`src/rtl/plee_pkg.sv`:
```
// package for the patch list escape encoder: constants, types and helpers
package plee_pkg;

  localparam int MAX_SECTION_LEN = 512;
  localparam int PASS_COUNT      = 2;
  localparam int POS_W           = $clog2(MAX_SECTION_LEN + 1);
  localparam int PASS_W          = $clog2(PASS_COUNT + 1);
  localparam int PADDR_W         = 3;
  localparam int NSLOT           = 4;

  localparam logic [7:0] SCAN_BASE  = 8'h13;
  localparam logic [7:0] LIST_START = 8'd7;
  localparam logic [7:0] PASS_LEN   = 8'hFC;
  localparam logic [7:0] RESERVED   = 8'hFE;
  localparam logic [7:0] MARK       = 8'hFF;
  localparam logic [7:0] LEN_RESET  = 8'd200;

  // register index, taken from paddr[2]
  localparam logic REG_PATCH_LIST_LEN = 1'b0;

  typedef logic [1:0] slot_t;
  localparam slot_t SLOT_BYTE  = 2'd0;
  localparam slot_t SLOT_POS   = 2'd1;
  localparam slot_t SLOT_PASS  = 2'd2;
  localparam slot_t SLOT_FINAL = 2'd3;

  // all results of one item, in emission order
  typedef struct packed {
    logic [NSLOT-1:0]      vld;
    logic [NSLOT-1:0][7:0] value;
    logic [NSLOT-1:0][7:0] index;
  } bundle_t;

  function automatic logic has_room(input logic [7:0] wi, input logic [7:0] len);
    logic [8:0] pos;
    pos = {1'b0, LIST_START} + {1'b0, wi};
    return pos < {1'b0, len};
  endfunction

endpackage

```
`src/rtl/plee_if.sv`:
```
// item channels for input bytes and results
interface plee_in_if;
  import plee_pkg::*;
  logic       valid;
  logic       ready;
  logic [7:0] data_byte;
  logic       last;

  modport source (output valid, output data_byte, output last, input ready);
  modport sink (input valid, input data_byte, input last, output ready);
endinterface

interface plee_out_if;
  import plee_pkg::*;
  logic       valid;
  logic       ready;
  logic       kind;
  logic [7:0] value;
  logic [7:0] list_index;
  logic       run_end;

  modport source (output valid, output kind, output value, output list_index,
                  output run_end, input ready);
  modport sink (input valid, input kind, input value, input list_index,
                input run_end, output ready);
endinterface

```
`src/rtl/patch_list_escape_encoder_top.sv`:
```
// Top level of the patch list escape encoder.
// Latency: the first result of an item (the section byte) is valid in the cycle after accept.
// Throughput: one item per cycle while each item yields a single result and the receiver is
// ready; an item with n results (1 to 4) holds the one-deep result register until all are taken.
// Reset (rst, synchronous): scan state returns to section start, patch_list_len to 200,
// the result register empties.
module patch_list_escape_encoder_top
  import plee_pkg::*;
(
  input  logic               clk,
  input  logic               rst,
  input  logic               psel,
  input  logic               penable,
  input  logic               pwrite,
  input  logic [PADDR_W-1:0] paddr,
  input  logic [31:0]        pwdata,
  output logic [31:0]        prdata,
  output logic               pready,
  plee_in_if.sink            in_ch,
  plee_out_if.source         out_ch
);

  logic       [7:0] list_len;
  logic             can_load;
  logic             take;
  bundle_t          bundle;

  assign in_ch.ready = can_load;
  assign take        = in_ch.valid && can_load;

  plee_cfg u_cfg (
    .clk      (clk),
    .rst      (rst),
    .psel     (psel),
    .penable  (penable),
    .pwrite   (pwrite),
    .paddr    (paddr),
    .pwdata   (pwdata),
    .prdata   (prdata),
    .pready   (pready),
    .list_len (list_len)
  );

  plee_scan u_scan (
    .clk       (clk),
    .rst       (rst),
    .take      (take),
    .data_byte (in_ch.data_byte),
    .last      (in_ch.last),
    .list_len  (list_len),
    .bundle    (bundle)
  );

  plee_out u_out (
    .clk        (clk),
    .rst        (rst),
    .load       (take),
    .bundle     (bundle),
    .can_load   (can_load),
    .valid      (out_ch.valid),
    .ready      (out_ch.ready),
    .kind       (out_ch.kind),
    .value      (out_ch.value),
    .list_index (out_ch.list_index),
    .run_end    (out_ch.run_end)
  );

  // finishing the last result of an item frees the result register
  a_free_on_end: assert property (@(posedge clk) disable iff (rst)
    out_ch.valid && out_ch.ready && out_ch.run_end |-> in_ch.ready)
    else $error("result register not freed after last result");

  // every item starts with its section byte
  a_byte_first: assert property (@(posedge clk) disable iff (rst)
    take |=> out_ch.valid && !out_ch.kind)
    else $error("item did not start with its section byte");

  // list entries never land below the list start
  a_entry_index: assert property (@(posedge clk) disable iff (rst)
    out_ch.valid && out_ch.kind |-> out_ch.list_index >= LIST_START)
    else $error("patch entry below list start");

  // section bytes carry list index zero
  a_byte_index: assert property (@(posedge clk) disable iff (rst)
    out_ch.valid && !out_ch.kind |-> out_ch.list_index == 8'd0)
    else $error("section byte with nonzero list index");

endmodule

```
`src/rtl/plee_cfg.sv`:
```
// apb register block holding the patch list length
module plee_cfg
  import plee_pkg::*;
(
  input  logic               clk,
  input  logic               rst,
  input  logic               psel,
  input  logic               penable,
  input  logic               pwrite,
  input  logic [PADDR_W-1:0] paddr,
  input  logic [31:0]        pwdata,
  output logic [31:0]        prdata,
  output logic               pready,
  output logic [7:0]         list_len
);

  logic wr;

  assign pready = 1'b1;
  assign wr     = psel && penable && pwrite;

  always_ff @(posedge clk) begin
    if (rst) begin
      list_len <= LEN_RESET;
    end else if (wr && paddr[2] == REG_PATCH_LIST_LEN) begin
      list_len <= pwdata[7:0];
    end
  end

  always_comb begin
    case (paddr[2])
      REG_PATCH_LIST_LEN: prdata = {24'd0, list_len};
      default:            prdata = 32'd0;
    endcase
  end

endmodule

```
`src/rtl/plee_scan.sv`:
```
// scan state and per-item result computation
module plee_scan
  import plee_pkg::*;
(
  input  logic       clk,
  input  logic       rst,
  input  logic       take,
  input  logic [7:0] data_byte,
  input  logic       last,
  input  logic [7:0] list_len,
  output bundle_t    bundle
);

  logic [POS_W-1:0]  byte_position, byte_position_next;
  logic [7:0]        pass_offset, pass_offset_next;
  logic [7:0]        write_index, write_index_next;
  logic [PASS_W-1:0] passes_left, passes_left_next;
  logic              scan_done, scan_done_next;

  logic       in_region, scan, stop, hit;
  logic [7:0] po_inc;

  always_comb begin
    in_region          = !scan_done && (byte_position >= POS_W'(SCAN_BASE));
    scan               = in_region && (passes_left != '0) && has_room(write_index, list_len);
    stop               = in_region && !scan;
    hit                = scan && (data_byte == RESERVED);
    po_inc             = pass_offset + 8'd1;
    write_index_next   = write_index;
    pass_offset_next   = pass_offset;
    passes_left_next   = passes_left;
    scan_done_next     = scan_done;
    byte_position_next = byte_position;

    bundle                  = '0;
    bundle.vld[SLOT_BYTE]   = 1'b1;
    bundle.value[SLOT_BYTE] = hit ? MARK : data_byte;

    if (scan) begin
      if (hit) begin
        bundle.vld[SLOT_POS]   = 1'b1;
        bundle.value[SLOT_POS] = po_inc;
        bundle.index[SLOT_POS] = LIST_START + write_index_next;
        write_index_next       = write_index_next + 8'd1;
      end
      if (po_inc >= PASS_LEN) begin
        pass_offset_next = '0;
        if (has_room(write_index_next, list_len)) begin
          bundle.vld[SLOT_PASS]   = 1'b1;
          bundle.value[SLOT_PASS] = MARK;
          bundle.index[SLOT_PASS] = LIST_START + write_index_next;
          write_index_next        = write_index_next + 8'd1;
        end
        passes_left_next = passes_left - PASS_W'(1);
      end else begin
        pass_offset_next = po_inc;
      end
      if (passes_left_next == '0 || !has_room(write_index_next, list_len)) begin
        stop = 1'b1;
      end
    end

    if (!scan_done && last) begin
      stop = 1'b1;
    end

    // closing sentinel, at most once per section
    if (stop && !scan_done) begin
      if (has_room(write_index_next, list_len)) begin
        bundle.vld[SLOT_FINAL]   = 1'b1;
        bundle.value[SLOT_FINAL] = MARK;
        bundle.index[SLOT_FINAL] = LIST_START + write_index_next;
      end
      scan_done_next = 1'b1;
    end

    if (last) begin
      byte_position_next = '0;
      pass_offset_next   = '0;
      write_index_next   = '0;
      passes_left_next   = PASS_W'(PASS_COUNT);
      scan_done_next     = 1'b0;
    end else if (byte_position < POS_W'(MAX_SECTION_LEN)) begin
      byte_position_next = byte_position + POS_W'(1);
    end
  end

  always_ff @(posedge clk) begin
    if (rst) begin
      byte_position <= '0;
      pass_offset   <= '0;
      write_index   <= '0;
      passes_left   <= PASS_W'(PASS_COUNT);
      scan_done     <= 1'b0;
    end else if (take) begin
      byte_position <= byte_position_next;
      pass_offset   <= pass_offset_next;
      write_index   <= write_index_next;
      passes_left   <= passes_left_next;
      scan_done     <= scan_done_next;
    end
  end

endmodule

```
`src/rtl/plee_out.sv`:
```
// result register that hands out the results of one item, one per cycle while the receiver is ready
module plee_out
  import plee_pkg::*;
(
  input  logic       clk,
  input  logic       rst,
  input  logic       load,
  input  bundle_t    bundle,
  output logic       can_load,
  output logic       valid,
  input  logic       ready,
  output logic       kind,
  output logic [7:0] value,
  output logic [7:0] list_index,
  output logic       run_end
);

  logic [NSLOT-1:0]      vld;
  logic [NSLOT-1:0][7:0] val_q;
  logic [NSLOT-1:0][7:0] idx_q;
  slot_t                 sel;
  logic [NSLOT-1:0]      sel_mask;
  logic                  pop;

  // lowest pending slot goes first
  always_comb begin
    sel = SLOT_BYTE;
    for (int i = NSLOT - 1; i >= 0; i--) begin
      if (vld[i]) begin
        sel = slot_t'(i);
      end
    end
    sel_mask = NSLOT'(1) << sel;
  end

  assign valid      = vld != '0;
  assign kind       = sel != SLOT_BYTE;
  assign value      = val_q[sel];
  assign list_index = idx_q[sel];
  assign run_end    = (vld & ~sel_mask) == '0;
  assign pop        = valid && ready;
  assign can_load   = !valid || (pop && run_end);

  always_ff @(posedge clk) begin
    if (rst) begin
      vld <= '0;
    end else if (load) begin
      vld <= bundle.vld;
    end else if (pop) begin
      vld <= vld & ~sel_mask;
    end
  end

  always_ff @(posedge clk) begin
    if (load) begin
      val_q <= bundle.value;
      idx_q <= bundle.index;
    end
  end

endmodule

```
`src/flat_wrapper.sv`:
```
// flat-port wrapper written by rule: the top's interface ports become plain ports
module patch_list_escape_encoder_top_flat import plee_pkg::*;
  (clk, rst, psel, penable, pwrite, paddr, pwdata, prdata, pready, in_ch_valid, in_ch_data_byte, in_ch_last, in_ch_ready, out_ch_valid, out_ch_kind, out_ch_value, out_ch_list_index, out_ch_run_end, out_ch_ready);
  plee_in_if in_ch_i ();
  plee_out_if out_ch_i ();
  input  logic clk;
  input  logic rst;
  input  logic psel;
  input  logic penable;
  input  logic pwrite;
  input  logic [PADDR_W-1:0] paddr;
  input  logic [31:0] pwdata;
  output logic [31:0] prdata;
  output logic pready;
  input wire logic [$bits(in_ch_i.valid)-1:0] in_ch_valid;
  input wire logic [$bits(in_ch_i.data_byte)-1:0] in_ch_data_byte;
  input wire logic [$bits(in_ch_i.last)-1:0] in_ch_last;
  output wire logic [$bits(in_ch_i.ready)-1:0] in_ch_ready;
  output wire logic [$bits(out_ch_i.valid)-1:0] out_ch_valid;
  output wire logic [$bits(out_ch_i.kind)-1:0] out_ch_kind;
  output wire logic [$bits(out_ch_i.value)-1:0] out_ch_value;
  output wire logic [$bits(out_ch_i.list_index)-1:0] out_ch_list_index;
  output wire logic [$bits(out_ch_i.run_end)-1:0] out_ch_run_end;
  input wire logic [$bits(out_ch_i.ready)-1:0] out_ch_ready;
  assign in_ch_i.valid = in_ch_valid;
  assign in_ch_i.data_byte = in_ch_data_byte;
  assign in_ch_i.last = in_ch_last;
  assign in_ch_ready = in_ch_i.ready;
  assign out_ch_valid = out_ch_i.valid;
  assign out_ch_kind = out_ch_i.kind;
  assign out_ch_value = out_ch_i.value;
  assign out_ch_list_index = out_ch_i.list_index;
  assign out_ch_run_end = out_ch_i.run_end;
  assign out_ch_i.ready = out_ch_ready;
  patch_list_escape_encoder_top u_core (.clk(clk), .rst(rst), .psel(psel), .penable(penable), .pwrite(pwrite), .paddr(paddr), .pwdata(pwdata), .prdata(prdata), .pready(pready), .in_ch(in_ch_i), .out_ch(out_ch_i));
endmodule
```
`config.mk`:
```
export PLATFORM = sky130hd
export DESIGN_NAME = patch_list_escape_encoder_top_flat
export DESIGN_NICKNAME = d
export VERILOG_FILES = /design/src/rtl/plee_pkg.sv /design/src/rtl/plee_if.sv /design/src/rtl/patch_list_escape_encoder_top.sv /design/src/rtl/plee_cfg.sv /design/src/rtl/plee_scan.sv /design/src/rtl/plee_out.sv /design/src/flat_wrapper.sv
export SDC_FILE = /design/constraint.sdc
export NUM_CORES = 1
export LEC_CHECK = 0
export ABC_AREA = 1
export BUFFER_PORTS_ARGS = -buffer_cell sky130_fd_sc_hd__buf_4
export CAP_MARGIN = 20
export CORE_UTILIZATION = 40
export CTS_CLUSTER_SIZE = 40
export DETAILED_ROUTE_END_ITERATION = 8
export PLACE_DENSITY = 0.67
export SLEW_MARGIN = 0
export SYNTH_ARGS = -nofsm -noshare
export SYNTH_HDL_FRONTEND = slang
export SYNTH_SLANG_ARGS = --single-unit
```
`constraint.sdc`:
```
create_clock -name clk -period 6.8 [get_ports clk]
set_input_delay 0.34 -clock clk [delete_from_list [all_inputs] [get_ports clk]]
set_output_delay 0.34 -clock clk [all_outputs]
set_load 0.05 [all_outputs]
```
==> flow_summary.yaml <==
logic_synthesis:
  syn_area_um2: 6040
  syn_inst: 835
  synth_edf_count: 42
  dominantRegCellSynth: "edfxtp_1"
  yosysUniqueCellTypes: 46
  yosysTopAreaCell: "edfxtp_1"
  async_reset_ff_share_pct: 0
  seq_area_frac_synth_pct: 34.5
  avgSynthCellArea_um2: 7.23
  netlist.area_leader.share_pct: 20.9
  ys_ff_latch: 83
  ys_warn_count: 0
  netlist_top_cells_area: "edfxtp_1 (21%), dfxtp_1 (14%), nand2_1 (11%)"
outcome:
  outcome: "complete, but fails checks"
  violations: "design-rule violations"
routing:
  drc: 24
  first_iter_violations: 456
  drt-total-wl_um: 15600
  dr.pass1.iters: 9
  vias_per_cell: 5.05
  vias: 5521
  drtAntennaViolNets: 0
  wire_per_inst_um: 14.2
timing:
  relSlewSlack_pct: 49.3
  fin_crit_ns: 6.37
  setup_viol: 0
  final_max_slew_viol_count: 0
  fin_crit_sh_pct: 93.6
  worst_pin_slew_ns: 0.756
  hold-worst-slack_ns: 0.177
  skew_ns: 0.00557
  final_hold_viol_count: 0
  fmax_mhz: 157
cells_and_area:
  syn_to_final_growth_pct: 19.2
  drive_above_1_share_pct: 20.8
  layout.nets: 992
  antenna_cells: 0
  mostFrequentLayoutCells: "nand2_1 (167), inv_1 (105), nor2_1 (86), buf_4 (84), nand3_1 (62)"
  layout_commonest_cell: "nand2_1"
  utilization_pct: 49.1
power:
  internal_power_mw: 0.946
  p_seq_share_pct: 40.7
  clock_power_share_pct: 35.8
  p_leak_nw: 3.39
  p_comb_share_pct: 23.5
  p_total_mw: 1.40
  swShare_pct: 32.5
  power_density_nw_per_um2: 195
  switching_power_mw: 0.456
  peakVddDrop_uv: 128
critical_path:
  cp_top_family: "simple AND/OR/NAND/NOR gates"
  end_kind: "flop"
  cp-start-kind: "flop"
  path_class: "reg2reg"
  required_ns: 6.99
  slowest_delay_ns: 0.33
  crit_slowest_cell: "dfxtp_2"
  cp_max_fo: 10
  path_common_cell: "nand2_1"
  cp_num_buf_inv: 10
  arrival_ns: 6.56
floorplanning:
  start_util_pct: 41.2
  die_area_um2: 15600
  io_pins: 104
  rows: 44
  die_w_um: 125
  coreArea_um2: 14600
  die_h_um: 125
clock_tree:
  clockBufferDepth: 2
  cts_buffers: 9
  cts_tree: "yes"
  cts_hold_buf: 0
  path_clk_slew_ns: 0.06
  cts-htree-levels: 3
  cts_root_buffer: "clkbuf_16"
  clock_latency_ns: 0.35
  clock-sinks: 83
placement:
  dp_hpwl_um: 11500
  numPortBuffers: 52
  gp_congestion: 0.968
global_route:
  antenna_found_initial: 0
  grt_max_degree: 34
  grt_pass1_vias: 5118
  grt_use_total_pct: 20.6
  overflow: 0
  grt_first_pass_wirelength_um: 25300
flow_run:
  maxCapViolCount: 0
worst_hold_path:
  hp-class: "in2reg"
## routing by layer
layer	vias up	part of all wire [%]	GRT usage (%)
met3	32	5.7	3.74
met5	-	0	0
met2	178	49	36.0
li1	2789	-	-
met1	2522	43	25.6
met4	0	2.6	6.38
## Yosys cell counts (21+ instances only)
cell and number:
nand2_1 174, nand3_1 65, edfxtp_1 42, a21oi_1 43
nor2_1 88, o21ai_0 29, xor2_1 31, dfxtp_1 41
nand4_1 21, inv_1 112, ha_1 37, clkbuf_1 21
buf_4 25
## flip-flops by register name, indices dropped and copies added, names as in the netlist
| name | flops |
|---|---|
| u_core.u_cfg.list_len | 8 |
| u_core.u_scan.byte_position | 10 |
| u_core.u_out.idx_q | 24 |
| u_core.u_scan.write_index | 8 |
| u_core.u_out.vld | 4 |
| u_core.u_scan.scan_done | 1 |
| u_core.u_scan.pass_offset | 8 |
| u_core.u_out.val_q | 18 |
| u_core.u_scan.passes_left | 2 |
## what timing repair did
item	CTS	global route
cloned	0	1
pin swaps	1	11
setup buffers	0	4
setup endpoints to repair	1	11
resized for setup	1	47
## final timing paths
| check | from | endpoint | slack [ns] | cells past startpoint |
|---|---|---|---|---|
| max | u_core.u_scan.write_index[0] | u_core.u_out.idx_q[31] | 0.43 | 52 |
| min | in_ch_data_byte[5] | u_core.u_out.val_q[5] | 0.18 | 1 |
| max reg2reg | u_core.u_scan.write_index[0] | u_core.u_out.idx_q[31] | 0.43 | 52 |
| min reg2reg | u_core.u_scan.byte_position[2] | u_core.u_scan.byte_position[2] | 0.47 | 2 |
## stage by stage
step | TNS (ns) | setup WS, ns | instance area (µm²) | instances
after floorplan | 0 | 0.475 | 6120 | 858
after global placement | 0 | 0.178 | 6660 | 1072
after detailed placement | 0 | 0.0395 | 6660 | 1072
after CTS | 0 | 0.0121 | 6970 | 1088
after global routing | -0.0999 | -0.0335 | 7190 | 1093
final | 0 | 0.434 | 7190 | 1093
## cells by family after synthesis
logic type / Yosys count / synth area share [%]
and+or+nand+nor: 406 / 30.9
AOI/OAI and AO/OA: 97 / 8.98
DFF: 83 / 34.5
buffers and inverters: 175 / 12.8
other: 2 / 0.124
adders and majority gates: 37 / 7.67
xor gates and xnor gates: 35 / 5.08
## final cells by class
type                       count  area, µm²
clock buffer                  12        256
tap                          184        230
fill                        1442       7450
inverter                     124        473
multi-input combinational    601       3460
timing repair buffer          85        642
clock inverter                 4       48.8
sequential                    83       2090
## power by group through the flow
stage / Clock, mW / Sequential (mW) / Combinational (mW)
2_1_floorplan: 0 / 0.580 / 0.251
3_3_place_gp: 0 / 0.581 / 0.327
3_5_place_dp: 0 / 0.581 / 0.329
4_1_cts: 0.507 / 0.571 / 0.330
5_1_grt: 0.527 / 0.574 / 0.355
6_report: 0.502 / 0.571 / 0.329
Note: power is estimated with default switching activity, not from simulation.
